===== src/design/bup2_pkg.sv =====
`default_nettype none
// ----------------------------------------------------------------------------
// bup2_pkg
// Shared types, constants and helper functions of the 2x bilinear RGB
// upscaler.
// ----------------------------------------------------------------------------
package bup2_pkg;

  localparam int MAX_WIDTH  = 1024;
  localparam int MAX_HEIGHT = 1024;

  localparam int DIM_W = 11;
  localparam int COL_W = $clog2(MAX_WIDTH);
  localparam int ROW_W = $clog2(MAX_HEIGHT);
  localparam int CFG_IDX_W = 2;
  localparam int CHAN_W = 8;

  localparam logic [CFG_IDX_W-1:0] CFG_IMAGE_WIDTH  = 2'd0;
  localparam logic [CFG_IDX_W-1:0] CFG_IMAGE_HEIGHT = 2'd1;

  localparam logic [DIM_W-1:0] WIDTH_RESET  = 11'd640;
  localparam logic [DIM_W-1:0] HEIGHT_RESET = 11'd480;

  typedef logic [3*CHAN_W-1:0] pix_t;

  typedef enum logic [2:0] {
    STEP_UP0,
    STEP_UP1,
    STEP_EVEN0,
    STEP_EVEN1,
    STEP_LOW0,
    STEP_LOW1
  } step_t;

  typedef struct packed {
    pix_t             cur;
    logic [COL_W-1:0] col;
    logic [ROW_W-1:0] row;
    logic             have_up;
    logic             last_row;
    logic             last_col;
  } item_t;

  typedef struct packed {
    logic             en;
    logic [COL_W-1:0] addr;
    pix_t             wdata;
  } mem_req_t;

  function automatic pix_t mid(input pix_t a, input pix_t b);
    pix_t res;
    for (int i = 0; i < 3; i++) begin
      res[i*CHAN_W +: CHAN_W] = (a[i*CHAN_W +: CHAN_W] >> 1) + (b[i*CHAN_W +: CHAN_W] >> 1);
    end
    return res;
  endfunction

endpackage
`default_nettype wire


===== src/design/bup2_front.sv =====
`default_nettype none
// ----------------------------------------------------------------------------
// bup2_front
// Configuration registers, frame position counters and the input stage.
// Each accepted pixel issues a read-and-write of its column in the line store.
// ----------------------------------------------------------------------------
module bup2_front (
  input  wire logic                        clk,
  input  wire logic                        rst_n,
  input  wire logic                        in_valid,
  output      logic                        in_ready,
  input  wire logic [bup2_pkg::CHAN_W-1:0] in_red,
  input  wire logic [bup2_pkg::CHAN_W-1:0] in_green,
  input  wire logic [bup2_pkg::CHAN_W-1:0] in_blue,
  input  wire logic                        cfg_valid,
  output      logic                        cfg_ready,
  input  wire logic [bup2_pkg::CFG_IDX_W-1:0] cfg_index,
  input  wire logic [bup2_pkg::DIM_W-1:0]  cfg_data,
  input  wire logic                        take,
  output      bup2_pkg::item_t             item_r,
  output      logic                        item_valid_r,
  output      bup2_pkg::mem_req_t          mem_req
);
  import bup2_pkg::*;

  logic [DIM_W-1:0] width_r, height_r;
  logic [COL_W-1:0] col_r, col_nxt;
  logic [ROW_W-1:0] row_r, row_nxt;
  logic             item_valid_nxt;
  logic [DIM_W-1:0] w_eff, h_eff;
  logic [COL_W-1:0] c;
  logic [ROW_W-1:0] r;
  logic             last_col, last_row, accept, cfg_wr;

  assign cfg_ready = 1'b1;
  assign cfg_wr    = cfg_valid && cfg_ready;
  assign in_ready  = !item_valid_r || take;
  assign accept    = in_valid && in_ready;

  always_comb begin
    w_eff = width_r;
    if (width_r < DIM_W'(2)) w_eff = DIM_W'(2);
    if (width_r > DIM_W'(MAX_WIDTH)) w_eff = DIM_W'(MAX_WIDTH);
    h_eff = height_r;
    if (height_r < DIM_W'(1)) h_eff = DIM_W'(1);
    if (height_r > DIM_W'(MAX_HEIGHT)) h_eff = DIM_W'(MAX_HEIGHT);
    c = (DIM_W'(col_r) >= w_eff) ? '0 : col_r;
    r = (DIM_W'(row_r) >= h_eff) ? '0 : row_r;
    last_col = (DIM_W'(c) + DIM_W'(1)) == w_eff;
    last_row = (DIM_W'(r) + DIM_W'(1)) == h_eff;
  end

  always_comb begin
    col_nxt = col_r;
    row_nxt = row_r;
    if (cfg_wr && (cfg_index == CFG_IMAGE_WIDTH || cfg_index == CFG_IMAGE_HEIGHT)) begin
      col_nxt = '0;
      row_nxt = '0;
    end else if (accept) begin
      if (last_col) begin
        col_nxt = '0;
        row_nxt = last_row ? '0 : r + ROW_W'(1);
      end else begin
        col_nxt = c + COL_W'(1);
        row_nxt = r;
      end
    end
    if (accept) begin
      item_valid_nxt = 1'b1;
    end else if (take) begin
      item_valid_nxt = 1'b0;
    end else begin
      item_valid_nxt = item_valid_r;
    end
  end

  always_comb begin
    mem_req.en    = accept;
    mem_req.addr  = c;
    mem_req.wdata = {in_red, in_green, in_blue};
  end

  always_ff @(posedge clk) begin
    if (!rst_n) begin
      width_r      <= WIDTH_RESET;
      height_r     <= HEIGHT_RESET;
      col_r        <= '0;
      row_r        <= '0;
      item_valid_r <= 1'b0;
    end else begin
      col_r        <= col_nxt;
      row_r        <= row_nxt;
      item_valid_r <= item_valid_nxt;
      if (cfg_wr && cfg_index == CFG_IMAGE_WIDTH) begin
        width_r <= cfg_data;
      end
      if (cfg_wr && cfg_index == CFG_IMAGE_HEIGHT) begin
        height_r <= cfg_data;
      end
    end
  end

  always_ff @(posedge clk) begin
    if (accept) begin
      item_r.cur      <= {in_red, in_green, in_blue};
      item_r.col      <= c;
      item_r.row      <= r;
      item_r.have_up  <= (r != '0);
      item_r.last_row <= last_row;
      item_r.last_col <= last_col;
    end
  end

endmodule
`default_nettype wire


===== config.mk =====
export PLATFORM = sky130hd
export DESIGN_NAME = bup2_front
export DESIGN_NICKNAME = d
export VERILOG_FILES = /design/src/design/bup2_pkg.sv /design/src/design/bup2_front.sv
export SDC_FILE = /design/constraint.sdc
export NUM_CORES = 1
export LEC_CHECK = 0
export BUFFER_PORTS_ARGS = -buffer_cell sky130_fd_sc_hd__buf_2
export CORE_MARGIN = 3
export CORE_UTILIZATION = 30
export CTS_CLUSTER_DIAMETER = 50
export CTS_CLUSTER_SIZE = 24
export DETAILED_ROUTE_END_ITERATION = 16
export PLACE_DENSITY = 0.54
export SLEW_MARGIN = 20
export SYNTH_ARGS = -nofsm -noshare
export SYNTH_HDL_FRONTEND = slang
export SYNTH_SLANG_ARGS = --single-unit

===== constraint.sdc =====
create_clock -name clk -period 17.3 [get_ports clk]
set_input_delay 5.19 -clock clk [delete_from_list [all_inputs] [get_ports clk]]
set_output_delay 5.19 -clock clk [all_outputs]
set_load 0.1 [all_outputs]

==> impl_summary.txt <==
----------------------------------------------------
[Drt]
  Total via count in the routed design ... 4282
  1st-iter DRT viols ... 246
  DR WL/cell ... 14.93 µm
  Total length of routed met2 wires ... 5477 µm
  Routed length on met3 ... 971 µm
  Remaining antenna violation count after routing ... 0
  Number of vias per cell ... 5.014
  DRT Pass-1 Iters ... 4
  Met1 wire length ... 5976 µm
  DRC violations left ... 0
  Top routing layer in use ... met4
  Post-detailed-routing wire length ... 12750 µm

[STA]
  Count of final max-slew check failures ... 0
  Post-route minimum period ... 12330 ps
  Max-slew headroom at the worst pin ... 0.4523
  F_max ... 81.10 MHz
  Setup Viol. Count Final ... 0
  Worst hold slack after final layout ... 479.1 ps
  Setup repair after global routing missed its margin ... false
  Fin. Hold Viols ... 0
  Actual slew at the worst max-slew pin ... 820.0 ps
  Setup clock skew after layout ... 9.856 ps
  Sum of negative setup slack ... 0 ps
  Period utilisation layout ... 0.7128

[Synthesis]
  Area share of the leading cell type in the synthesized netlist ... 0.2802
  Number of flip-flops and latches in the synthesized netlist ... 90
  Count of different cell masters after synthesis ... 60
  Cell with the most instances after synthesis ... sky130_fd_sc_hd__nand2_1
  Most common flop cell mapped by yosys ... sky130_fd_sc_hd__edfxtp_1
  Ys async rst share ... 0
  Synth area leaders ... sky130_fd_sc_hd__edfxtp_1 (28%), sky130_fd_sc_hd__dfxtp_1 (17%), sky130_fd_sc_hd__ha_1 (5.7%), sky130_fd_sc_hd__nand2_1 (5.5%), sky130_fd_sc_hd__buf_4 (3.9%)
  Yosys synthesis warning count ... 0
  Nets in the synthesized netlist ... 612
  Total standard cell area after synthesis ... 5037 µm²
  Dominant cell type by area after synthesis ... sky130_fd_sc_hd__edfxtp_1
  Mean instance size in the synthesized netlist ... 9.209 µm²
  Cell types with the highest counts after synthesis ... sky130_fd_sc_hd__nand2_1 (74), sky130_fd_sc_hd__edfxtp_1 (47), sky130_fd_sc_hd__dfxtp_1 (43), sky130_fd_sc_hd__nand3_1 (33), sky130_fd_sc_hd__nor2_1 (31)
  Number of enable flip-flop cells after synthesis ... 47
  Gate Count Post-Synth ... 547
  Fraction of the yosys area taken by sequential cells ... 0.4511

[GRT]
  Pin count of the biggest net entering global routing ... 59
  Antenna violations before repair ... 0
  Via count of the first global-routing pass ... 4067
  Grt total ovfl ... 0
  Overall routing resource usage ... 0.1381
  First-pass GRT wire length ... 20440 µm

[Floorplanning]
  Die area ... 18380 µm²
  Die Width ... 135.6 µm
  IO Pins ... 127
  Core ar. ... 16170 µm²
  Starting density of the core ... 0.3115
  Floorplan die height ... 135.6 µm
  Rows ... 46

[Worst setup path]
  Capturing point of the worst reg2reg path ... row_r[8]
  CP endpoint kind ... primary output
  Required @ worst endpoint ... 12110 ps
  Critical path class ... primary input to primary output
  R2r setup slk ... 10650 ps
  Critical Path Source Type ... primary input
  Largest fanout on the critical path ... 58
  Arrival time worst endpoint ... 7140 ps
  Launch point of the worst reg-to-reg path ... width_r[6]
  Worst reg2reg path depth ... 21

[Finish]
  Area occupied by multi-input gates ... 2382 µm²
  Share of post-route cells with drive strength above 1 ... 0.2382
  Layout Area Growth over Synthesis ... 18.28%
  Layout Cell Area excl Fill ... 5958 µm²
  Total inserted antenna cells ... 0
  Filler cells ... 1641
  Register area ... 2272 µm²
  Fin nets ... 698

[Clock tree]
  CTS max path bufs ... 2
  Inserted Clock Buffers ... 9
  H-tree depth ... 3
  CTS Root Buffer Type ... sky130_fd_sc_hd__clkbuf_16
  Clock insertion delay at the later pin of the skew report ... 350 ps
  Setup bufs post-CTS ... 0
  Number of cells upsized or downsized after cts ... 0
  Clock sink count ... 90
  Clk slew on worst S/H paths ... 70 ps
  TritonCTS clock tree ... yes
  Cts-stage hold buffer count ... 0

[Min path]
  End of the worst hold path ... width_r[0]
  Cell depth of the worst hold path ... 2
  Class of the most critical hold timing path ... flip-flop to flip-flop
  Min-Delay Startpoint ... width_r[0]

[Placement]
  Final HPWL from detailed placement ... 9512 µm
  Final weighted congestion in routability-driven placement ... 0.8140
  I/O Buffers ... 125
  Placed Instance Area ... 5652 µm²

[Run status]
  Result of the run ... completed

[Pwr]
  Leakage power ... 0.002445 µW
  Maximum resistive drop on vdd ... 0.04656 mV
  Areal power density over the cells ... 94.31 nW/µm²

[Job]
  Max_cap viols ... 0

----------------------------------------------------
## cells by family after synthesis
family,Yosys count,synth area share
compound gates,113,0.1515
xor+xnor,24,0.04471
fa+ha+maj,23,0.05713
buf+inv,75,0.07600
flops,90,0.4511
mux,2,0.004222
other cells,1,0.0007444
simple gates,219,0.2146
## registers in the layout, summed over array words and instances (netlist names)
register      flops
item_r           47
height_r         11
width_r          11
col_r            10
row_r            10
item_valid_r      1
## power by group
group          leakage [µW]  switching (µW)  internal, µW
combinational       0.00148            97.8          20.5
sequential         0.000813            5.37           234
clock              0.000153            89.4           115
## cells in the final DEF (no fill, tap or decap), types with 22 or more instances in the layout
cell type / count
sky130_fd_sc_hd__nor2_1: 31
sky130_fd_sc_hd__buf_2: 125
sky130_fd_sc_hd__nand2_1: 74
sky130_fd_sc_hd__nand3_1: 33
sky130_fd_sc_hd__ha_1: 23
sky130_fd_sc_hd__inv_1: 22
sky130_fd_sc_hd__o21ai_0: 24
sky130_fd_sc_hd__dfxtp_1: 43
sky130_fd_sc_hd__edfxtp_1: 47
## per-layer routing
metal | vias to the layer above | GRT usage
met1 | 1988 | 0.1962
met3 | 25 | 0.02600
met4 | 0 | 0.06271
met2 | 176 | 0.2035
met5 | - | 0
li1 | 2093 | -
## layout make-up
class	count	share of cell area
inverters	23	0.01449
repair buffers	127	0.1075
well taps	216	0.04536
clock buffers	9	0.03780
clock inverters	7	0.01365
flip-flops and latches	90	0.3814
multi-input cells	382	0.3998
## worst max-delay path, cell delays in order
cell and delay (ps):
sky130_fd_sc_hd__buf_2 70, sky130_fd_sc_hd__nand2b_1 120, sky130_fd_sc_hd__nand2_1 440, sky130_fd_sc_hd__inv_2 150, sky130_fd_sc_hd__buf_4 570, sky130_fd_sc_hd__buf_2 550
## worst max-delay path by stage
stage | start | end | slack, ps | depth (start not counted)
final | take | mem_req[34] | 4970 | 6
after detailed placement | take | mem_req[34] | 4970 | 6
after floorplan | take | mem_req[34] | 3650 | 6
after CTS | take | mem_req[34] | 4970 | 6
after global routing | take | mem_req[34] | 4790 | 6
after global placement | take | mem_req[34] | 5020 | 6
## stage by stage
step	std cells	power, µW	utilization	worst slack, ps
floorplan	547	345.3	-	3654
detailed placement	838	363.0	0.3495	4965
global placement	838	362.0	0.3495	5023
global route	854	583.1	0.3684	4794
CTS	854	568.6	0.3684	4968
finish	854	561.9	0.3684	4969
No activity file was read; power rests on OpenSTA's default activity.
