## src/design/bup2_pkg.sv

```systemverilog
`default_nettype none
// ----------------------------------------------------------------------------
// bup2_pkg
// Shared types, constants and helper functions of the 2x bilinear RGB
// upscaler.
// ----------------------------------------------------------------------------
package bup2_pkg;

  localparam int MAX_WIDTH  = 1024;
  localparam int MAX_HEIGHT = 1024;

  localparam int DIM_W = 11;
  localparam int COL_W = $clog2(MAX_WIDTH);
  localparam int ROW_W = $clog2(MAX_HEIGHT);
  localparam int CFG_IDX_W = 2;
  localparam int CHAN_W = 8;

  localparam logic [CFG_IDX_W-1:0] CFG_IMAGE_WIDTH  = 2'd0;
  localparam logic [CFG_IDX_W-1:0] CFG_IMAGE_HEIGHT = 2'd1;

  localparam logic [DIM_W-1:0] WIDTH_RESET  = 11'd640;
  localparam logic [DIM_W-1:0] HEIGHT_RESET = 11'd480;

  typedef logic [3*CHAN_W-1:0] pix_t;

  typedef enum logic [2:0] {
    STEP_UP0,
    STEP_UP1,
    STEP_EVEN0,
    STEP_EVEN1,
    STEP_LOW0,
    STEP_LOW1
  } step_t;

  typedef struct packed {
    pix_t             cur;
    logic [COL_W-1:0] col;
    logic [ROW_W-1:0] row;
    logic             have_up;
    logic             last_row;
    logic             last_col;
  } item_t;

  typedef struct packed {
    logic             en;
    logic [COL_W-1:0] addr;
    pix_t             wdata;
  } mem_req_t;

  function automatic pix_t mid(input pix_t a, input pix_t b);
    pix_t res;
    for (int i = 0; i < 3; i++) begin
      res[i*CHAN_W +: CHAN_W] = (a[i*CHAN_W +: CHAN_W] >> 1) + (b[i*CHAN_W +: CHAN_W] >> 1);
    end
    return res;
  endfunction

endpackage
`default_nettype wire

```

## src/design/bup2_emit.sv

```systemverilog
`default_nettype none
// ----------------------------------------------------------------------------
// bup2_emit
// Result sequencer. Holds the current pixel with its left and upper
// neighbors, steps through the column pairs it completes and feeds one
// interpolated word per cycle into the output register while the output is not stalled.
// ----------------------------------------------------------------------------
module bup2_emit (
  input  wire logic                        clk,
  input  wire logic                        rst_n,
  input  wire bup2_pkg::item_t             item,
  input  wire logic                        item_valid,
  input  wire bup2_pkg::pix_t              up_data,
  output      logic                        take,
  output      logic                        out_valid,
  input  wire logic                        out_ready,
  output      logic [bup2_pkg::DIM_W-1:0]  out_col,
  output      logic [bup2_pkg::DIM_W-1:0]  out_row,
  output      logic [bup2_pkg::CHAN_W-1:0] out_red,
  output      logic [bup2_pkg::CHAN_W-1:0] out_green,
  output      logic [bup2_pkg::CHAN_W-1:0] out_blue,
  output      logic                        out_run_last,
  output      logic                        out_frame_done
);
  import bup2_pkg::*;

  item_t b_r;
  pix_t  left_r, ul_r, up_r;
  logic  busy_r, busy_nxt;
  logic  pair_r, pair_nxt;
  step_t step_r, step_nxt;

  logic             out_valid_r;
  logic [DIM_W-1:0] col_out_r, row_out_r;
  pix_t             pix_out_r;
  logic             run_last_r, frame_done_r;

  logic             out_free, fire, last_step, final_word;
  step_t            first_step, end_step, load_first;
  logic [COL_W-1:0] k;
  pix_t             lp, rp, ulp, urp, e0, e1, u0, u1, pix;
  logic [DIM_W-1:0] c0, c1, r_even, r_up, r_low, col_sel, row_sel;

  assign out_free   = !out_valid_r || out_ready;
  assign fire       = busy_r && out_free;
  assign first_step = b_r.have_up ? STEP_UP0 : STEP_EVEN0;
  assign end_step   = b_r.last_row ? STEP_LOW1 : STEP_EVEN1;
  assign load_first = item.have_up ? STEP_UP0 : STEP_EVEN0;
  assign last_step  = (step_r == end_step);
  assign final_word = last_step && (pair_r || !b_r.last_col);
  assign take       = item_valid && (!busy_r || (fire && final_word));

  always_comb begin
    k   = pair_r ? b_r.col : b_r.col - COL_W'(1);
    lp  = pair_r ? b_r.cur : left_r;
    rp  = b_r.cur;
    ulp = pair_r ? up_r : ul_r;
    urp = up_r;
    e0  = lp;
    e1  = mid(lp, rp);
    u0  = ulp;
    u1  = mid(ulp, urp);
    c0  = {k, 1'b0};
    c1  = {k, 1'b1};
    r_even = {b_r.row, 1'b0};
    r_up   = r_even - DIM_W'(1);
    r_low  = {b_r.row, 1'b1};
    case (step_r)
      STEP_UP0: begin
        col_sel = c0;
        row_sel = r_up;
        pix     = mid(u0, e0);
      end
      STEP_UP1: begin
        col_sel = c1;
        row_sel = r_up;
        pix     = mid(u1, e1);
      end
      STEP_EVEN0: begin
        col_sel = c0;
        row_sel = r_even;
        pix     = e0;
      end
      STEP_EVEN1: begin
        col_sel = c1;
        row_sel = r_even;
        pix     = e1;
      end
      STEP_LOW0: begin
        col_sel = c0;
        row_sel = r_low;
        pix     = mid(e0, e0);
      end
      STEP_LOW1: begin
        col_sel = c1;
        row_sel = r_low;
        pix     = mid(e1, e1);
      end
      default: begin
        col_sel = c0;
        row_sel = r_even;
        pix     = e0;
      end
    endcase
  end

  always_comb begin
    busy_nxt = busy_r;
    pair_nxt = pair_r;
    step_nxt = step_r;
    if (take) begin
      busy_nxt = (item.col != '0);
      pair_nxt = 1'b0;
      step_nxt = load_first;
    end else if (fire) begin
      if (last_step) begin
        if (final_word) begin
          busy_nxt = 1'b0;
        end else begin
          pair_nxt = 1'b1;
          step_nxt = first_step;
        end
      end else begin
        step_nxt = step_t'(step_r + 3'd1);
      end
    end
  end

  always_ff @(posedge clk) begin
    if (!rst_n) begin
      busy_r      <= 1'b0;
      pair_r      <= 1'b0;
      step_r      <= STEP_EVEN0;
      out_valid_r <= 1'b0;
    end else begin
      busy_r <= busy_nxt;
      pair_r <= pair_nxt;
      step_r <= step_nxt;
      if (fire) begin
        out_valid_r <= 1'b1;
      end else if (out_ready) begin
        out_valid_r <= 1'b0;
      end
    end
  end

  always_ff @(posedge clk) begin
    if (take) begin
      b_r    <= item;
      left_r <= b_r.cur;
      ul_r   <= up_r;
      up_r   <= up_data;
    end
    if (fire) begin
      col_out_r    <= col_sel;
      row_out_r    <= row_sel;
      pix_out_r    <= pix;
      run_last_r   <= final_word;
      frame_done_r <= final_word && b_r.last_row && b_r.last_col;
    end
  end

  assign out_valid      = out_valid_r;
  assign out_col        = col_out_r;
  assign out_row        = row_out_r;
  assign out_red        = pix_out_r[3*CHAN_W-1:2*CHAN_W];
  assign out_green      = pix_out_r[2*CHAN_W-1:CHAN_W];
  assign out_blue       = pix_out_r[CHAN_W-1:0];
  assign out_run_last   = run_last_r;
  assign out_frame_done = frame_done_r;

endmodule
`default_nettype wire

```

## config.mk

```make
export PLATFORM = sky130hd
export DESIGN_NAME = bup2_emit
export DESIGN_NICKNAME = d
export VERILOG_FILES = /design/src/design/bup2_pkg.sv /design/src/design/bup2_emit.sv
export SDC_FILE = /design/constraint.sdc
export NUM_CORES = 1
export LEC_CHECK = 0
export BUFFER_PORTS_ARGS = -buffer_cell sky130_fd_sc_hd__buf_2
export CAP_MARGIN = 20
export CORE_MARGIN = 5
export CORE_UTILIZATION = 30
export DETAILED_ROUTE_END_ITERATION = 6
export GPL_TIMING_DRIVEN = 0
export SETUP_SLACK_MARGIN = 0.3
export SYNTH_ARGS = -nofsm -noshare
export SYNTH_HDL_FRONTEND = slang
export SYNTH_SLANG_ARGS = --single-unit
```

## constraint.sdc

```tcl
create_clock -name clk -period 5.61 [get_ports clk]
set_clock_uncertainty 0.15 [all_clocks]
set_input_delay 1.122 -clock clk [delete_from_list [all_inputs] [get_ports clk]]
set_output_delay 1.122 -clock clk [all_outputs]
set_load 0.01 [all_outputs]
```

==> reports/results.ini <==
[cts]
cts_tree=built
clk_latency_ns=0.43
cts_root_buf=clkbuf_16
cts_made_buffers=17
cts_sinks=167
clk_pin_slew_worst_paths_ns=0.07
post_cts_buffers=0
cts_resized=0
cts_buffer_depth=2
cts.hold.buffers_added=0
h-tree-depth=4

[timing]
slew_viol_final=0
worst_slack_ns=0.6653
fmaxAchievable_ghz=0.2022
finalCritPeriodShare_pct=88.14
timing.slew.headroom_pct=35.18
grt_setup_unrepaired=no
hold_ws_ns=0.3392
setup_viol=0
hold_viol_final=0
final.min_clock_period_ns=4.945
setup_tns_ns=0
max_slew.worst_pin.slew_ns=0.9670

[route]
via_count=8240
wl_um=30090
drt_pass1_iterations=5
wl_per_cell_um=19.05
drt-initial-drc-count=691
vias_per_cell=5.215
drcViolationCount=0
ant_nets=0

[logic_synthesis]
ys_types=71
synth-edff-count=161
synth_nets=1138
syn_inst=964
ys_seq_area_share_pct=45.89
synth_top_family_by_area=compound AO/OA/AOI/OAI gates
synth-adder-area-share_pct=12.31
post_synth_and_or_nand_nor_area_fraction_pct=12.55
synth_mux_area_share_pct=7.601
syn_area_um2=10800
synthArstFlopShare_pct=0
yosys_most_used_dff=edfxtp_1
synthXorXnorAreaFrac_pct=4.056
synth-compound-area-share_pct=14.51
ys_ff_latch=167
syn_avg_cell_area_um2=11.20
ys_warn_count=0

[finish]
diodes=0
drive_above_1_share_pct=21.00
fill_cells=3500
area.growth.synth_to_final_pct=17.18
final_nets=1280

[floorplanning]
die-area_um2=39890
io_pins=125
die_y_um=199.7
rows=69
core_area_um2=35570
initial_core_util_pct=30.36
die_w_um=199.7

[power_and_ir_drop]
finalPower_uw=3746
p_leak_uw=0.004880
p_per_area_nw_per_um2=296.0
ir_drop_mv=0.1390

[job]
drv_cap=0

[global_routing]
first_global_vias=7920
gr-usage-all-layers_pct=14.90
grt_pass1_wl_um=45300
grt_max_degree=60
grt_overflow_total=0
antenna_found_initial=1

[place]
globalplace.congestion=0.8574
dp_worst_setup_slack_ns=0.7410
dp_hpwl_um=22260
io_buffer_count=121

[run_status]
status=completed

[critical_path]
cp_data_arrival_time_ns=4.98
required_ns=5.64
critPathMaxFanout=10
cp-end-kind=flop
crit_type=reg2reg
start_kind=flop

[hold_path]
hp-class=reg2reg

-- worst max-delay path: stages (launching register included) --
cell      delay, ns
dfxtp_1        0.33
buf_2          0.31
buf_2          0.42
mux2_2         0.43
ha_1           0.35
nand3_1        0.11
a21boi_0       0.56
o21ai_0        0.21
a31oi_1        0.38
mux2_2         0.23
ha_1           0.27
a21boi_0       0.18
nor3_1         0.26
nor3_1         0.08
o21ai_0        0.42
-- final cells by class --
| cell class | instances | area, um2 | share of cell area (%) |
|---|---|---|---|
| buffer | 29 | 131.4 | 1.038 |
| clock buffer | 18 | 429.2 | 3.392 |
| clock inverter | 14 | 191.4 | 1.513 |
| inverter | 54 | 207.7 | 1.641 |
| multi-input combinational | 714 | 5509 | 43.54 |
| sequential | 167 | 4955 | 39.16 |
| tap | 461 | 576.8 | 4.558 |
| timing repair buffer | 123 | 653.1 | 5.162 |
-- synth_stat cells (9+ instances only) --
cell / instances / share of area [%]
fa_1: 12 / 2.2
xor2_1: 30 / 2.4
xnor2_1: 20 / 1.6
mux2_2: 56 / 5.8
o21ai_0: 44 / 2.0
o21a_1: 14 / 0.97
nor2b_1: 15 / 0.87
ha_1: 87 / 10
a21o_1: 14 / 0.97
nand2_1: 57 / 2.0
o22ai_1: 9 / 0.52
buf_2: 12 / 0.56
o211ai_1: 10 / 0.70
nor3b_1: 12 / 0.83
a21oi_1: 57 / 2.6
a211oi_1: 16 / 1.1
nand3_1: 14 / 0.65
nor4_1: 12 / 0.70
nor2_1: 53 / 1.8
edfxtp_1: 161 / 45
clkbuf_1: 13 / 0.45
nand2b_1: 18 / 1.0
nor3_1: 25 / 1.2
mux2i_1: 19 / 1.8
inv_1: 52 / 1.8
-- cell families (layout without fill, tap and decap cells) --
group | count (synthesis) | count (layout)
xor gates and xnor gates | 50 | 50
adders and majority gates | 99 | 99
and+or+nand+nor | 257 | 257
buffers and inverters | 83 | 238
muxes | 75 | 75
DFF | 167 | 167
AOI/OAI and AO/OA | 233 | 233
-- report_power, final --
| part | total, uW | switching, uW | internal, uW |
|---|---|---|---|
| registers | 1520 | 40.7 | 1470 |
| logic | 975 | 582 | 393 |
| clock network | 1260 | 541 | 714 |
| total | 3750 | 1160 | 2580 |
-- layout by cell type (no fill, tap or decap), types with 30 or more instances in the layout --
cell type,n
xor2_1,30
ha_1,87
o21ai_0,44
nor2_1,53
mux2_2,56
buf_2,133
inv_1,50
edfxtp_1,161
a21oi_1,57
nand2_1,57
-- final timing paths --
path | from | end | slack [ns] | cells after the start
max | pair_r | pix_out_r[4] | 0.67 | 14
min | rp[23] | left_r[23] | 0.34 | 0
max reg2reg | pair_r | pix_out_r[4] | 0.67 | 14
min reg2reg | rp[23] | left_r[23] | 0.34 | 0
-- routing by layer --
| metal | part of all wire [%] | GRT usage, % |
|---|---|---|
| met2 | 46 | 24.15 |
| met3 | 5.9 | 3.052 |
| met1 | 46 | 20.24 |
| met5 | 0.066 | 0 |
| met4 | 2.1 | 4.403 |
-- registers in the layout, summed over array words and instances, names as in the netlist --
register / count
left_r: 24
pix_out_r: 24
rp: 24
b_r: 23
ul_r: 21
up_r: 21
out_col: 11
out_row: 11
step_r: 3
busy_r: 1
out_frame_done: 1
out_run_last: 1
out_valid: 1
pair_r: 1
-- stage by stage --
step,instance area (um2),cells,util [%]
2_1_floorplan,10800,964,-
3_3_place_gp,11980,1546,33.68
3_5_place_dp,12030,1548,33.83
4_1_cts,12650,1580,35.57
5_1_grt,12650,1580,35.57
6_report,12650,1580,35.57
Power figures use the tool's default switching activity.
